--- src/rtl/sic_pkg.sv ---
// ----------------------------------------------------------------------------
// sic_pkg
// Shared types and codes for the passing-siding interlocking controller.
// ----------------------------------------------------------------------------
`default_nettype none

package sic_pkg;

  // occupancy bit masks
  localparam logic [7:0] OCC_E_ADJ = 8'h80;
  localparam logic [7:0] OCC_E_APP = 8'h40;
  localparam logic [7:0] OCC_W_ADJ = 8'h20;
  localparam logic [7:0] OCC_W_APP = 8'h10;
  localparam logic [7:0] OCC_MAIN  = 8'h08;
  localparam logic [7:0] OCC_SIDE  = 8'h04;
  localparam logic [7:0] OCC_E_OS  = 8'h02;
  localparam logic [7:0] OCC_W_OS  = 8'h01;

  // aspect codes, red bit high, green bit low
  localparam logic [1:0] ASP_RED    = 2'd2;
  localparam logic [1:0] ASP_YELLOW = 2'd3;
  localparam logic [1:0] ASP_GREEN  = 2'd1;
  localparam logic [7:0] LAMPS_ALL_RED = 8'hAA;

  // clearance codes
  localparam logic [1:0] CLR_NONE = 2'd0;
  localparam logic [1:0] CLR_EAST = 2'd1;
  localparam logic [1:0] CLR_WEST = 2'd2;

  // item kinds
  localparam logic [1:0] KIND_SCAN   = 2'd0;
  localparam logic [1:0] KIND_TICK   = 2'd1;
  localparam logic [1:0] KIND_ROUTE  = 2'd2;
  localparam logic [1:0] KIND_REMOTE = 2'd3;

  // route code turn and clear commands
  localparam logic [1:0] TURN_MAIN    = 2'd1;
  localparam logic [1:0] TURN_DIV     = 2'd2;
  localparam logic [1:0] CMD_KEEP     = 2'd0;
  localparam logic [1:0] CMD_CLR_EAST = 2'd1;
  localparam logic [1:0] CMD_CLR_WEST = 2'd2;
  localparam logic [1:0] CMD_CANCEL   = 2'd3;

  // points pulse codes
  localparam logic [1:0] PULSE_NONE = 2'd0;
  localparam logic [1:0] PULSE_MAIN = 2'd1;
  localparam logic [1:0] PULSE_DIV  = 2'd2;

  // remote source slots
  localparam logic [2:0] SLOT_E_APP0 = 3'd0;
  localparam logic [2:0] SLOT_E_APP1 = 3'd1;
  localparam logic [2:0] SLOT_E_ADJ  = 3'd2;
  localparam logic [2:0] SLOT_W_APP0 = 3'd3;
  localparam logic [2:0] SLOT_W_APP1 = 3'd4;
  localparam logic [2:0] SLOT_W_ADJ  = 3'd5;

  // register map (word index)
  localparam logic REG_LOCKOUT_TICKS   = 1'b0;
  localparam logic REG_SIDING_HIGHBALL = 1'b1;
  localparam logic [7:0] LOCKOUT_TICKS_RESET = 8'd50;

  typedef struct packed {
    logic [7:0] occ;
    logic [1:0] east_clr;
    logic [1:0] west_clr;
    logic       east_normal;
    logic       west_normal;
  } sic_state_t;

endpackage

`default_nettype wire

--- src/rtl/siding_interlocking_controller.sv ---
// an accepted request has its result on m_tvalid in the following cycle
// throughput: one request per cycle while the output can take it; the state
// update and aspect logic sit between the state registers and the result
// register; a result waiting in the output register does not stop the next
// request unless m_tready is low; rst (synchronous) clears state, lamps all red
// ----------------------------------------------------------------------------
// siding_interlocking_controller
// Passing-siding interlocking: occupancy, clearances, points and buttons,
// with eight signal aspects reported after every request.
// ----------------------------------------------------------------------------
`default_nettype none

module siding_interlocking_controller (
  input  logic        clk,
  input  logic        rst,
  input  logic        s_tvalid,
  output logic        s_tready,
  // local_occupancy[3:0], east_points_normal[4], west_points_normal[5],
  // buttons[9:6], code_end[10], turn_cmd[12:11], clear_cmd[14:13],
  // source_slot[17:15], source_bit[18], zero fill
  input  logic [23:0] s_tdata,
  // kind[1:0]
  input  logic [1:0]  s_tuser,
  output logic        m_tvalid,
  input  logic        m_tready,
  // east_lamps[7:0], west_lamps[15:8], occupancy_out[23:16],
  // east_clear_out[25:24], west_clear_out[27:26], east_points_cmd[29:28],
  // west_points_cmd[31:30], changed[32], zero fill
  output logic [39:0] m_tdata,
  input  logic        psel,
  input  logic        penable,
  input  logic        pwrite,
  input  logic [2:0]  paddr,
  input  logic [31:0] pwdata,
  output logic [31:0] prdata,
  output logic        pready
);
  import sic_pkg::*;

  logic [7:0]  lockout_ticks;
  logic        siding_highball;

  sic_state_t  st, st_next;
  logic [3:0]  button_history, button_history_next;
  logic [7:0]  lockout_count, lockout_count_next;
  logic [29:0] last_report, report;

  logic [39:0] out_data;
  logic        out_valid;

  logic        in_fire;
  logic        cfg_write;

  logic [3:0]  in_local_occ, in_buttons;
  logic        in_east_normal, in_west_normal, in_code_end, in_source_bit;
  logic [1:0]  in_turn, in_clear;
  logic [2:0]  in_slot;

  logic [3:0]  fall;
  logic [1:0]  east_cmd, west_cmd, pulse, new_clr;
  logic        os_busy, clr_write;
  logic [7:0]  slot_mask;
  logic [7:0]  east_lamps, west_lamps;

  assign in_local_occ   = s_tdata[3:0];
  assign in_east_normal = s_tdata[4];
  assign in_west_normal = s_tdata[5];
  assign in_buttons     = s_tdata[9:6];
  assign in_code_end    = s_tdata[10];
  assign in_turn        = s_tdata[12:11];
  assign in_clear       = s_tdata[14:13];
  assign in_slot        = s_tdata[17:15];
  assign in_source_bit  = s_tdata[18];

  assign s_tready = !out_valid || m_tready;
  assign in_fire  = s_tvalid && s_tready;
  assign m_tvalid = out_valid;
  assign m_tdata  = out_data;

  // configuration port
  assign pready    = 1'b1;
  assign cfg_write = psel && penable && pwrite && pready;
  assign prdata    = (paddr[2] == REG_SIDING_HIGHBALL) ? {31'd0, siding_highball}
                                                        : {24'd0, lockout_ticks};

  always_ff @(posedge clk) begin
    if (rst) begin
      lockout_ticks   <= LOCKOUT_TICKS_RESET;
      siding_highball <= 1'b0;
    end else if (cfg_write) begin
      if (paddr[2] == REG_SIDING_HIGHBALL) siding_highball <= pwdata[0];
      else lockout_ticks <= pwdata[7:0];
    end
  end

  always_comb begin
    st_next             = st;
    button_history_next = button_history;
    lockout_count_next  = lockout_count;
    east_cmd            = PULSE_NONE;
    west_cmd            = PULSE_NONE;
    fall                = ~in_buttons & button_history;
    os_busy             = in_code_end ? st.occ[0] : st.occ[1];
    pulse               = PULSE_NONE;
    new_clr             = CLR_NONE;
    clr_write           = 1'b0;
    slot_mask           = 8'd0;
    case (in_slot)
      SLOT_E_APP0, SLOT_E_APP1: slot_mask = OCC_E_APP;
      SLOT_E_ADJ:               slot_mask = OCC_E_ADJ;
      SLOT_W_APP0, SLOT_W_APP1: slot_mask = OCC_W_APP;
      SLOT_W_ADJ:               slot_mask = OCC_W_ADJ;
      default:                  slot_mask = 8'd0;
    endcase
    case (s_tuser)
      KIND_SCAN: begin
        st_next.occ         = {st.occ[7:4], in_local_occ};
        st_next.east_normal = in_east_normal;
        st_next.west_normal = in_west_normal;
        if (lockout_count == 8'd0 && in_buttons != button_history) begin
          // main button wins when both buttons of one end fall
          if (fall[0]) begin
            east_cmd = PULSE_MAIN;
            st_next.east_clr = CLR_NONE;
          end else if (fall[1]) begin
            east_cmd = PULSE_DIV;
            st_next.east_clr = CLR_NONE;
          end
          if (fall[2]) begin
            west_cmd = PULSE_MAIN;
            st_next.west_clr = CLR_NONE;
          end else if (fall[3]) begin
            west_cmd = PULSE_DIV;
            st_next.west_clr = CLR_NONE;
          end
          button_history_next = in_buttons;
          lockout_count_next  = lockout_ticks;
        end
      end
      KIND_TICK: begin
        if (lockout_count != 8'd0) lockout_count_next = lockout_count - 8'd1;
      end
      KIND_ROUTE: begin
        if (!os_busy && (in_turn == TURN_MAIN || in_turn == TURN_DIV)) pulse = in_turn;
        case (in_clear)
          CMD_CLR_EAST: begin
            new_clr   = os_busy ? CLR_NONE : CLR_EAST;
            clr_write = 1'b1;
          end
          CMD_CLR_WEST: begin
            new_clr   = os_busy ? CLR_NONE : CLR_WEST;
            clr_write = 1'b1;
          end
          CMD_CANCEL: begin
            new_clr   = CLR_NONE;
            clr_write = 1'b1;
          end
          default: clr_write = 1'b0;
        endcase
        if (in_code_end) begin
          west_cmd = pulse;
          if (clr_write) st_next.west_clr = new_clr;
        end else begin
          east_cmd = pulse;
          if (clr_write) st_next.east_clr = new_clr;
        end
      end
      KIND_REMOTE: begin
        st_next.occ = in_source_bit ? (st.occ | slot_mask) : (st.occ & ~slot_mask);
      end
      default: st_next = st;
    endcase
    // an occupied os section drops its end's clearance
    if ((st_next.occ & OCC_E_OS) != 8'd0) st_next.east_clr = CLR_NONE;
    if ((st_next.occ & OCC_W_OS) != 8'd0) st_next.west_clr = CLR_NONE;
  end

  sic_aspects u_aspects (
    .st         (st_next),
    .highball   (siding_highball),
    .east_lamps (east_lamps),
    .west_lamps (west_lamps)
  );

  assign report = {st_next.west_normal, st_next.east_normal, st_next.west_clr,
                   st_next.east_clr, st_next.occ, west_lamps, east_lamps};

  always_ff @(posedge clk) begin
    if (rst) begin
      st             <= '0;
      button_history <= 4'hF;
      lockout_count  <= 8'd0;
      last_report    <= {14'd0, LAMPS_ALL_RED, LAMPS_ALL_RED};
      out_valid      <= 1'b0;
    end else begin
      if (in_fire) begin
        st             <= st_next;
        button_history <= button_history_next;
        lockout_count  <= lockout_count_next;
        last_report    <= report;
        out_valid      <= 1'b1;
      end else if (m_tready) begin
        out_valid <= 1'b0;
      end
    end
  end

  always_ff @(posedge clk) begin
    if (in_fire) begin
      out_data <= {7'd0, report != last_report, west_cmd, east_cmd,
                   st_next.west_clr, st_next.east_clr, st_next.occ, west_lamps, east_lamps};
    end
  end

`ifndef SYNTHESIS
  a_east_os_cancel: assert property (@(posedge clk) disable iff (rst)
    st.occ[1] |-> st.east_clr == CLR_NONE)
    else $error("east clearance held with east os occupied");

  a_west_os_cancel: assert property (@(posedge clk) disable iff (rst)
    st.occ[0] |-> st.west_clr == CLR_NONE)
    else $error("west clearance held with west os occupied");

  a_lockout_load: assert property (@(posedge clk) disable iff (rst)
    in_fire && s_tuser == KIND_SCAN && lockout_count == 8'd0 &&
    in_buttons != button_history |=> lockout_count == $past(lockout_ticks))
    else $error("lockout not loaded after button change");

  a_tick_keeps_occ: assert property (@(posedge clk) disable iff (rst)
    in_fire && s_tuser == KIND_TICK |=> st.occ == $past(st.occ))
    else $error("tick changed occupancy");
`endif

endmodule

`default_nettype wire

--- src/rtl/sic_aspects.sv ---
// ----------------------------------------------------------------------------
// sic_aspects
// Signal aspect logic: lamp pairs for both ends from occupancy, clearance
// and points positions.
// ----------------------------------------------------------------------------
`default_nettype none

module sic_aspects (
  input  sic_pkg::sic_state_t st,
  input  logic                highball,
  output logic [7:0]          east_lamps,
  output logic [7:0]          west_lamps
);
  import sic_pkg::*;

  function automatic logic [1:0] grade(input logic [7:0] occ, input logic [7:0] stop_m,
                                       input logic [7:0] caut_m);
    logic [1:0] a;
    if ((occ & stop_m) != 8'd0) a = ASP_RED;
    else if ((occ & caut_m) != 8'd0) a = ASP_YELLOW;
    else a = ASP_GREEN;
    return a;
  endfunction

  function automatic logic [7:0] end_lamps(
    input logic [7:0] occ, input logic hb,
    input logic [1:0] near_clr, input logic near_normal,
    input logic [1:0] far_clr, input logic far_normal,
    input logic [1:0] out_dir, input logic [1:0] in_dir,
    input logic [7:0] own_os, input logic [7:0] own_adj, input logic [7:0] own_app,
    input logic [7:0] far_os, input logic [7:0] far_adj);
    logic [1:0] m, s, u, l;
    logic far_busy, far_off;
    m = ASP_RED;
    s = ASP_RED;
    u = ASP_RED;
    l = ASP_RED;
    far_busy = (occ & (far_adj | far_os)) != 8'd0;
    far_off  = far_clr != in_dir;
    if (near_clr == out_dir) begin
      if (near_normal) m = grade(occ, own_adj | own_os, own_app);
      else s = grade(occ, own_adj | own_os, own_app);
    end else if (near_clr == in_dir) begin
      if (near_normal) begin
        if ((occ & (OCC_MAIN | own_os)) != 8'd0) u = ASP_RED;
        else if (far_busy || !far_normal || far_off) u = ASP_YELLOW;
        else u = ASP_GREEN;
      end else begin
        if ((occ & (OCC_SIDE | own_os)) != 8'd0) l = ASP_RED;
        else if (far_busy || far_normal || far_off) l = ASP_YELLOW;
        else l = hb ? ASP_GREEN : ASP_YELLOW;
      end
    end
    return {m, s, u, l};
  endfunction

  assign east_lamps = end_lamps(st.occ, highball, st.east_clr, st.east_normal,
                                st.west_clr, st.west_normal, CLR_EAST, CLR_WEST,
                                OCC_E_OS, OCC_E_ADJ, OCC_E_APP, OCC_W_OS, OCC_W_ADJ);
  assign west_lamps = end_lamps(st.occ, highball, st.west_clr, st.west_normal,
                                st.east_clr, st.east_normal, CLR_WEST, CLR_EAST,
                                OCC_W_OS, OCC_W_ADJ, OCC_W_APP, OCC_E_OS, OCC_E_ADJ);

endmodule

`default_nettype wire

--- config.mk ---
export PLATFORM = sky130hd
export DESIGN_NAME = siding_interlocking_controller
export DESIGN_NICKNAME = d
export VERILOG_FILES = /design/src/rtl/sic_pkg.sv /design/src/rtl/siding_interlocking_controller.sv /design/src/rtl/sic_aspects.sv
export SDC_FILE = /design/constraint.sdc
export NUM_CORES = 1
export LEC_CHECK = 0
export ABC_AREA = 1
export BUFFER_PORTS_ARGS = -buffer_cell sky130_fd_sc_hd__clkbuf_2
export CAP_MARGIN = 20
export CORE_MARGIN = 10
export CORE_UTILIZATION = 30
export CTS_CLUSTER_SIZE = 28
export DETAILED_ROUTE_END_ITERATION = 10
export PLACE_DENSITY = 0.53
export SETUP_SLACK_MARGIN = 0.2
export SYNTH_ARGS = -nofsm -noshare
export SYNTH_HDL_FRONTEND = slang
export SYNTH_SLANG_ARGS = --single-unit
export TNS_END_PERCENT = 5
--- constraint.sdc ---
create_clock -name clk -period 2.67 [get_ports clk]
set_input_delay 0.4005 -clock clk [delete_from_list [all_inputs] [get_ports clk]]
set_output_delay 0.4005 -clock clk [all_outputs]
set_load 0.02 [all_outputs]
==> results by group, run 1 <==
Routing
  – Initial drt markers: 215
  – Vias: between 4,000 and 5,000
  – WL met1: 6020 um
  – Met3 WL: between 800 and 900 um
  – Metal2 WL: 5990 um
  – Antenna Nets Post-Route: 0
  – Routed len/inst: 12.5 um
  – DRC viols: 0
  – Final wirelength: 13,100 um
  – DR vias/cell: 4.30
  – Top Layer Used: met5
  – Drt first pass iters: 4

Power and ir drop
  – Leak: 3.15 nW
  – Total power: 3.58 mW
  – Power per Cell Area: 555 mW/mm^2
  – Maximum vdd ir drop: 0.000336 V

Die
  – Initial cell density of the core: 30.6%
  – Die extent in y: 147 um
  – Rows: 46
  – Placeable Area: 0.0159 mm^2
  – Die X: 147 um
  – IO Count: 143
  – Die ar.: 0.0217 mm^2

Timing
  – Final setup violation count: 0
  – Final hold violation count: 0
  – Least-Margin Pin Slew: 0.791 ns
  – RSZ-0062 raised after global routing: true
  – Post-Route Skew: 0.0113 ns
  – Slew Viols, Final: 0
  – Total negative setup slack: 0 ns
  – Relative slew slack: 46.7%
  – Final period util: 87.7%
  – Maximum clock rate: 427 MHz
  – Final Critical Period: between 2 and 2.5 ns

Critical path
  – Worst Setup Start Kind: flop
  – Crit. End Element: flop
  – R2R Path Start: button_history[2]$_SDFFE_PP1P_
  – Setup CP Type: reg -> reg
  – CP Data Arrival Time: 2.45 ns
  – Reg-to-reg endpoint: m_tdata[32]$_DFFE_PP_
  – Worst R2R Setup Slack: around 0.33 ns
  – R2R depth: 20
  – Critical path required time: roughly 2.8 ns
  – Crit Path Max Fanout: 3

Min path
  – Hold path depth: 3
  – Hold_sp: pwdata[1]
  – Hold Path Sink: lockout_ticks[1]$_SDFFE_PP1P_
  – Worst hold path type: in -> reg

Placed design
  – Post-DP HPWL: 10,000 um
  – Port buffer count: between 70 and 80
  – Placer Congestion: 0.861

Final layout
  – Final core utilization: between 40% and 50%
  – P&R area growth vs syn: 32.9%
  – # diodes: 0
  – Nets: 904
  – Ratio of cells with drive above 1 in the final layout: 29.2%

Synth
  – Syn Area/Cell: 7.33 um^2
  – Distinct cells, synth: 40
  – Cell count after synthesis: 663
  – Seq cells post-synth: 85
  – Ys async rst share: 0%
  – Syn Std Cell Area: ~0.0049 mm^2
  – Top_reg_cell synth: dfxtp_1
  – Number of synthesized flops with an enable pin: 33
  – Sequential element share of the synthesized area: 41.8%
  – Synth warn: 0

Flow run
  – Max_cap viols: 0

Status
  – Status: complete, no violations

Global route
  – Vias in the first global route: 4,438
  – Largest net degree at the start of global routing: 73
  – First-pass GRT wire length: 21,500 um
  – Antenna violations before repair: 1
  – GRT overflow: 0
  – Total GRT Usage: between 10% and 20%

Clocking
  – CTS Sinks: 85
  – Max H-tree Level: 3
  – Root Driver: clkbuf_16
  – Worst skew pair latency: 0.36 ns
  – Reg clk slew, reported paths: 0.07 ns
  – CTS Buf Count: 9
  – Clock Tree Buf Depth: 2
  – Hold buffers post-CTS: 0
  – TritonCTS clock tree: yes
==> where the power goes <==
group,switching (mW),internal (mW),leakage (nW),total [mW]
Combinational,0.508,0.319,2.27,0.827
Sequential,0.0450,1.43,0.732,1.48
Clock,0.556,0.721,0.149,1.28
Total,1.11,2.47,3.15,3.58
==> metrics by stage <==
stage | hold slack [ns] | std cells | worst slack, ns | instance area, um^2
5_1_grt | 0.270 | 1044 | 0.149 | 6460
3_3_place_gp | 0.453 | 1020 | -0.100 | 5940
2_1_floorplan | 0.442 | 693 | 0.218 | 4970
4_1_cts | 0.250 | 1037 | 0.212 | 6260
3_5_place_dp | 0.462 | 1020 | -0.166 | 5940
6_report | 0.258 | 1044 | 0.329 | 6460
==> worst max-delay path, cell delays in order (launching register included) <==
cell	delay, ns
dfxtp_2	0.32
ha_1	0.26
nand2_1	0.06
inv_1	0.03
nand2_1	0.07
nand3_2	0.09
nand2_2	0.11
nand2_2	0.07
nand2_2	0.06
nand2_2	0.08
buf_4	0.14
inv_2	0.05
nand4_1	0.15
nand2_1	0.12
nand2_1	0.05
inv_1	0.05
nand2_1	0.05
nor2_1	0.11
nand2_1	0.07
nor2_2	0.12
nand2_1	0.05
==> layout make-up <==
cell class	instances	area, um^2
Inverter	108	409
Fill cell	1714	9430
Timing Repair Buffer	167	1080
Tap cell	216	270
Clock inverter	5	37.5
Multi-Input combinational cell	452	2360
Clock buffer	11	264
Sequential cell	85	2040
==> synthesized netlist by cell type (3+ instances only) <==
| cell type | number | area share (%) |
|---|---|---|
| nand2_2 | 4 | 0.52 |
| a211oi_1 | 4 | 0.62 |
| a21oi_1 | 45 | 4.6 |
| o21ai_0 | 51 | 5.3 |
| ha_1 | 13 | 3.3 |
| o211ai_1 | 4 | 0.62 |
| nand3b_1 | 4 | 0.62 |
| nand2_1 | 152 | 12 |
| inv_1 | 102 | 7.9 |
| o22ai_1 | 3 | 0.39 |
| dfxtp_1 | 52 | 21 |
| a31oi_1 | 6 | 0.77 |
| nand3_1 | 44 | 4.5 |
| clkbuf_1 | 12 | 0.93 |
| inv_2 | 4 | 0.31 |
| nor3_1 | 3 | 0.31 |
| nand4_1 | 14 | 1.8 |
| buf_4 | 34 | 5.3 |
| edfxtp_1 | 33 | 20 |
| nor2_1 | 52 | 4.0 |
==> worst max path at each step <==
| stage | start | endpoint | depth (start not counted) |
|---|---|---|---|
| after floorplan | s_tuser[0] | m_tdata[32]$_DFFE_PP_ | 18 |
| after global placement | s_tuser[0] | m_tdata[32]$_DFFE_PP_ | 21 |
| after detailed placement | s_tuser[0] | m_tdata[32]$_DFFE_PP_ | 18 |
| after CTS | lockout_count[1]$_SDFFE_PP0P_ | m_tdata[32]$_DFFE_PP_ | 20 |
| after global routing | s_tuser[1] | m_tdata[32]$_DFFE_PP_ | 21 |
| final | button_history[2]$_SDFFE_PP1P_ | m_tdata[32]$_DFFE_PP_ | 20 |
==> cells by family (layout without fill, tap and decap cells) <==
group	count (synthesis)	count (layout)	synth area share [%]
simple gates	281	281	25.3
buf+inv	156	291	14.7
compound gates	124	124	14.2
flops	85	85	41.8
fa+ha+maj	13	13	3.35
other cells	2	32	0.155
xor+xnor	2	2	0.361
==> sequential cells by signal (all words and copies together) (netlist names) <==
register and flops:
last_report 20, m_tvalid 1, m_tdata 33, siding_highball 1, lockout_ticks 8, button_history 4
lockout_count 8, st 10
==> metal layers <==
layer  vias to the layer above  GRT usage, %
li1                       2423             -
met1                      1949          14.8
met2                       104          19.7
met3                        16          4.33
met4                         2          4.21
met5                         -             0
==> cell usage in the layout (no fill, tap or decap), types with 4 or more instances in the layout <==
master / n
a31oi_1: 6
o211ai_1: 4
a21oi_1: 43
nor2_2: 7
inv_2: 10
buf_4: 83
buf_6: 4
clkbuf_2: 79
nor2_1: 46
nand3b_1: 4
nand3_1: 41
o21ai_0: 49
nand3_2: 4
clkbuf_16: 10
conb_1: 32
ha_1: 10
inv_1: 95
a211oi_1: 4
nand4_1: 14
edfxtp_1: 33
nand2_2: 16
dfxtp_1: 49
nand2_1: 139
==> repair_timing <==
| action | in CTS | in global routing |
|---|---|---|
| resized for setup | 3 | 46 |
| setup buffers | 1 | 7 |
| setup endpoints to repair | 1 | 10 |
| pin swaps | 1 | 24 |
Power figures use the tool's default switching activity.
==> run 2, diff against run 1 <==
Settings changed: CORE_UTILIZATION 30 to 52, PLACE_DENSITY 0.53 to 0.83, SYNTH_HIERARCHICAL set to 1.
==> run 2 against run 1 <==
Effect of this change:
- the flow now finishes with violations (negative setup slack)
- fmax is 22% lower
- flip-flop and latch count is the same
- highest routed layer is now met4
- die area shrank 39%
- synthesized cell count down 8.3%
- via count rose by 13%
- register-to-register slack got worse by 0.68 ns
==> results by group, run 2 <==
Status
  – Status: finished, violations left
  – Failing checks: negative setup slack

Clocking
  – TritonCTS clock tree: yes
  – Root Driver: clkbuf_8
  – Worst skew pair latency: 0.37 ns (about the same)
  – Max H-tree Level: 3 (unchanged)
  – CTS Buf Count: 9 (unchanged)
  – Reg clk slew, reported paths: 0.10 ns (+0.03 ns)
  – CTS Sinks: 85 (unchanged)
  – Hold buffers post-CTS: 0 (unchanged)
  – Clock Tree Buf Depth: 2 (unchanged)

Synth
  – Most common cell in the netlist: nand2_1
  – Seq cells post-synth: 85 (unchanged)
  – Synth warn: 6 (+6)
  – Number of synthesized flops with an enable pin: 33 (unchanged)
  – Top cells by area, synth: dfxtp_1, edfxtp_1, nand2_1, inv_1, buf_4
  – Sequential element share of the synthesized area: 43.4% (+1.6 points)
  – Cell count after synthesis: 608 (-8.3%)
  – Commonest cells post-synth: nand2_1, inv_1, nor2_1
  – Top_reg_cell synth: dfxtp_1
  – Top-area cell type share of the netlist area: 22.3% (+0.82 points)
  – Synth area leader: dfxtp_1
  – Syn Area/Cell: 7.69 um^2 (+5.0%)
  – Syn Std Cell Area: 0.00468 mm^2 (-3.7%)
  – Distinct cells, synth: 37 (-7.5%)
  – Ys async rst share: 0% (unchanged)

Timing
  – Final Critical Period: 3.02 ns (+0.678 ns)
  – Final period util: 113% (+25 points)
  – Fin Hold WS: 0.252 ns (-0.00645 ns)
  – Post-Route Skew: 0.0162 ns (+0.00490 ns)
  – Slew Viols, Final: 0 (unchanged)
  – Maximum clock rate: 331 MHz (-22%)
  – Final worst slack: -0.349 ns (-0.678 ns)
  – Final hold violation count: 0 (unchanged)
  – Final setup violation count: 1 (+1)
  – RSZ-0062 raised after global routing: true

Routing
  – Top Layer Used: met4
  – Initial drt markers: 470 (+120%)
  – Antenna Nets Post-Route: 0 (unchanged)
  – DRC viols: 0 (unchanged)
  – Drt first pass iters: 5 (+1)
  – Metal2 WL: 7650 um (+28%)
  – DR vias/cell: 5.53 (+28%)
  – Met3 WL: 1270 um (+47%)
  – Vias: 5,083 (+13%)
  – Final wirelength: 15,300 um (+17%)
  – WL met1: 5570 um (-7.6%)
  – Routed len/inst: 16.6 um (+32%)

Min path
  – Worst hold path type: in -> reg

Final layout
  – P&R area growth vs syn: 37.2%
  – Nets: 888 (-1.8%)
  – Commonest non-fill, non-tap cell in the layout: buf_4
  – Largest register FFs: 33 (unchanged)
  – # diodes: 0 (unchanged)
  – Fin cells: 920 (-12%)
  – Ratio of cells with drive above 1 in the final layout: 37.1% (+7.8 points)
  – Most frequent cells in the layout: buf_4, nand2_1, clkbuf_2

Critical path
  – Critical path required time: 2.80 ns (+0.02 ns)
  – Crit. End Element: flop
  – CP Data Arrival Time: 3.15 ns (+0.70 ns)
  – Crit Path Max Fanout: 3 (unchanged)
  – Worst R2R Setup Slack: -0.35 ns (-0.68 ns)
  – Setup CP Type: reg -> reg
  – Worst Setup Start Kind: flop

Placed design
  – DP Worst Slack: -0.585 ns (-0.420 ns)
  – Placer Congestion: 0.866 (+0.59%)
  – Port buffer count: 79 (unchanged)
  – Cells after DPL: 876 (-14%)
  – Post-DP HPWL: 10,100 um (+0.34%)

Power and ir drop
  – Maximum vdd ir drop: 0.000320 V (-4.6%)
  – Leak: 3.09 nW (-2.0%)
  – Total power: 3.35 mW (-6.5%)
  – Power per Cell Area: 522 mW/mm^2 (-5.9%)

Die
  – Placeable Area: 0.00872 mm^2 (-45%)
  – Rows: 34 (-26%)
  – IO Count: 143 (unchanged)
  – Die X: 115 um (-22%)
  – Die extent in y: 115 um (-22%)
  – Initial cell density of the core: 53.6% (+23 points)
  – Die ar.: 0.0132 mm^2 (-39%)

Global route
  – Vias in the first global route: 5,170 (+16%)
  – Largest net degree at the start of global routing: 64 (-12%)
  – Antenna violations before repair: 0 (-1)
  – GRT overflow: 0 (unchanged)
  – First-pass GRT wire length: 23,800 um (+10%)
  – Total GRT Usage: 21.8% (+9.6 points)

Flow run
  – Max_cap viols: 0 (unchanged)
run 2: what timing repair did:
action,CTS,global route
pin swaps,31,15
gates resized for setup,31,19
setup buffers,23,5
endpoints found under the setup margin,1,4
run 2: power breakdown:
part,switching (mW),internal [mW],total [mW]
Sequential,0.0477,1.43,1.48
Clock,0.551,0.364,0.916
Combinational,0.571,0.381,0.952
run 2: layout make-up:
cell class | instances | area [um^2]
timing repair buffer | 207 | 1380
inverter | 83 | 327
sequential | 85 | 2040
fill | 558 | 2300
clock inverter | 7 | 67.6
multi-input combinational | 421 | 2350
tap | 108 | 135
clock buffer | 9 | 124
run 2: per-layer routing:
| layer | vias up | global-route usage [%] |
|---|---|---|
| met1 | 2348 | 23.3 |
| met4 | 0 | 9.57 |
| met3 | 99 | 4.90 |
| met2 | 312 | 40.0 |
| met5 | - | 0 |
| li1 | 2324 | - |
run 2: path summary, 6_finish.rpt:
| check | start | to | cells after the start |
|---|---|---|---|
| worst min-delay path | pwdata[1] | lockout_ticks[1]$_SDFFE_PP1P_ | 3 |
| worst min register to register | lockout_ticks[3]$_SDFFE_PP0P_ | lockout_ticks[3]$_SDFFE_PP0P_ | 2 |
| worst max-delay path | button_history[0]$_SDFFE_PP1P_ | m_tdata[32]$_DFFE_PP_ | 25 |
| worst max register to register | button_history[0]$_SDFFE_PP1P_ | m_tdata[32]$_DFFE_PP_ | 25 |
run 2: cells by family (layout without fill, tap and decap cells):
family	Yosys count	count (layout)	share of synthesized area, %
AOI/OAI and AO/OA	109	109	12.8
xor gates and xnor gates	18	18	3.37
adders and majority gates	13	13	3.48
buffers and inverters	132	306	13.6
DFF	85	85	43.4
other	2	32	0.161
and+or+nand+nor	249	249	23.2
run 2: worst max-delay path, cell delays in order, from the launching register on:
cell and delay (ns):
dfxtp_2 0.35, ha_4 0.25, nand2_1 0.05, inv_1 0.07, nand2_2 0.06, nand3_2 0.08, nand2_4 0.08, nand2_4 0.07
nand2_1 0.05, nand2_1 0.10, nand2_2 0.08, inv_2 0.06, buf_4 0.12, nand2_4 0.07, nor2_4 0.17, nand3_2 0.13
xnor2_2 0.17, nand2_1 0.09, nor2_1 0.15, nand2_1 0.07, nor2_1 0.11, nand3_1 0.07, nor2_1 0.10, nand2_1 0.07
nor2_1 0.09, nand2_1 0.06
run 2: metrics by stage:
stage	utilization, %	setup TNS [ns]	cell area (um^2)
5_1_grt	73.6	-0.538	6420
3_3_place_gp	66.9	-0.482	5830
6_report	73.6	-0.349	6420
4_1_cts	72.6	-0.116	6330
3_5_place_dp	66.9	-0.585	5830
2_1_floorplan	-	-0.111	4870
==> run 3, diff against run 2 <==
Settings changed: MAX_ROUTING_LAYER set to met4.
==> run 3 against run 2 <==
Effect of this change:
- the run still ends with negative setup slack left
- register-to-register slack improved by 0.04 ns
- total power is 0.13% lower
- combinational power shrank 0.9%
- fmax up 1.3%
==> results by group, run 3 (synthesis results as in run 2) <==
Placed design
  – Placer Congestion: 0.880 (+1.6%)
  – Area post-placement: 0.00583 mm^2 (unchanged)
  – Post-DP HPWL: 10,100 um (unchanged)
  – Port buffer count: 79 (unchanged)

Timing
  – Post-Route Skew: 0.0147 ns (-0.00146 ns)
  – Final Critical Period: 2.98 ns (-0.0389 ns)
  – Slew Viols, Final: 0 (unchanged)
  – Final hold violation count: 0 (unchanged)
  – RSZ-0062 raised after global routing: true
  – Final setup violation count: 1 (unchanged)
  – Maximum clock rate: 336 MHz (+1.3%)
  – Final period util: 112% (-1.5 points)
  – Fin Hold WS: 0.251 ns (-0.000941 ns)
  – Final worst slack: -0.310 ns (+0.0389 ns)

Final layout
  – Commonest non-fill, non-tap cell in the layout: buf_4
  – # diodes: 0 (unchanged)
  – Nets: 888 (unchanged)
  – Largest register FFs: 33 (unchanged)
  – Fillers: 564 (+1.1%)
  – Design Area, Final: 0.00641 mm^2 (-0.16%)
  – Most frequent cells in the layout: buf_4, nand2_1, clkbuf_2
  – Ratio of cells with drive above 1 in the final layout: 37.1% (unchanged)
  – P&R area growth vs syn: 37.0%

Routing
  – Drt first pass iters: 5 (unchanged)
  – Final wirelength: 15,000 um (-1.8%)
  – Routed len/inst: 16.3 um (-1.8%)
  – Vias: 5,048 (-0.69%)
  – Initial drt markers: 408 (-13%)
  – DR vias/cell: 5.49 (-0.69%)
  – DRC viols: 0 (unchanged)
  – Antenna Nets Post-Route: 0 (unchanged)

Clocking
  – Max H-tree Level: 3 (unchanged)
  – Root Driver: clkbuf_8
  – TritonCTS clock tree: yes
  – Clock Tree Buf Depth: 2 (unchanged)
  – Reg clk slew, reported paths: 0.10 ns (about the same)
  – Worst skew pair latency: 0.38 ns (about the same)
  – CTS Sinks: 85 (unchanged)
  – CTS Buf Count: 9 (unchanged)

Critical path
  – Crit. End Element: flop
  – Crit Path Max Fanout: 3 (unchanged)
  – Worst path max stage delay: 0.35 ns (about the same)
  – Critical path required time: 2.81 ns (about the same)
  – CP Data Arrival Time: 3.12 ns (-0.03 ns)
  – Worst Setup Start Kind: flop
  – Crit path top cell by count: nand2_1
  – Slowest CP cell: dfxtp_2
  – Setup CP Type: reg -> reg

Status
  – Status: finished, violations left
  – Failing checks: negative setup slack

Die
  – Initial cell density of the core: 53.6% (unchanged)
  – Die extent in y: 115 um (unchanged)
  – Die X: 115 um (unchanged)
  – Placeable Area: 0.00872 mm^2 (unchanged)
  – Die ar.: 0.0132 mm^2 (unchanged)
  – Rows: 34 (unchanged)
  – IO Count: 143 (unchanged)

Global route
  – Vias in the first global route: 5,182 (+0.23%)
  – Largest net degree at the start of global routing: 64 (unchanged)
  – Antenna violations before repair: 0 (unchanged)
  – GRT overflow: 0 (unchanged)
  – Total GRT Usage: 22.4% (+0.57 points)
  – First-pass GRT wire length: 23,700 um (-0.23%)

Power and ir drop
  – Leak: 3.09 nW (about the same)
  – Maximum vdd ir drop: 0.000330 V (+2.9%)
  – Total power: 3.35 mW (-0.13%)
  – Power per Cell Area: 522 mW/mm^2 (about the same)

Flow run
  – Max_cap viols: 0 (unchanged)

Min path
  – Worst hold path type: in -> reg
run 3: final timing paths:
path                                   end                           start  slack (ns)  cells after the start
max                  m_tdata[32]$_DFFE_PP_  button_history[0]$_SDFFE_PP1P_       -0.31                     25
min          lockout_ticks[1]$_SDFFE_PP1P_                       pwdata[1]        0.25                      3
max reg2reg          m_tdata[32]$_DFFE_PP_  button_history[0]$_SDFFE_PP1P_       -0.31                     25
min reg2reg  lockout_ticks[3]$_SDFFE_PP0P_   lockout_ticks[3]$_SDFFE_PP0P_        0.47                      2
run 3: repair_timing:
item                       in CTS  in global routing
pin swaps                      31                 16
cloned                          0                  0
gates resized for setup        31                 17
hold buffers                    0                  0
setup buffers                  23                  5
setup endpoints to repair       1                  4
run 3: area by class of cell:
class	instances	area [um^2]	area share (%)
well taps	108	135	2.11
flip-flops and latches	85	2040	31.8
clock buffers	9	124	1.93
multi-input cells	421	2340	36.5
repair buffers	207	1380	21.5
inverters	83	327	5.10
clock inverters	7	67.6	1.05
run 3: metrics by stage:
step                setup TNS [ns]  instances  worst slack, ns  util [%]
finish                      -0.310        920           -0.310      73.5
global route                -0.524        920           -0.509      73.5
CTS                         -0.116        915           -0.116      72.6
detailed placement          -0.585        876           -0.585      66.9
global placement            -0.482        876           -0.482      66.9
floorplan                   -0.111        638           -0.111         -
run 3: power breakdown:
group          leakage [nW]  internal, mW  total, mW  switching, mW
Sequential            0.733          1.43       1.48         0.0468
Clock                0.0958         0.364      0.921          0.557
Combinational          2.26         0.378      0.943          0.565
run 3: critical path: cells and delay by family (launching register included):
| kind | cells | cell delay (ns) |
|---|---|---|
| xor gates and xnor gates | 1 | 0.17 |
| adders and majority gates | 1 | 0.25 |
| buffers and inverters | 3 | 0.26 |
| DFF | 1 | 0.35 |
| and+or+nand+nor | 20 | 1.74 |
run 3: per-layer routing:
layer	track usage (%)	wire length [um]	vias up
met5	-	0	-
li1	-	-	2318
met1	23.5	5700	2377
met2	39.8	7700	290
met3	4.84	1080	63
met4	8.91	500	0
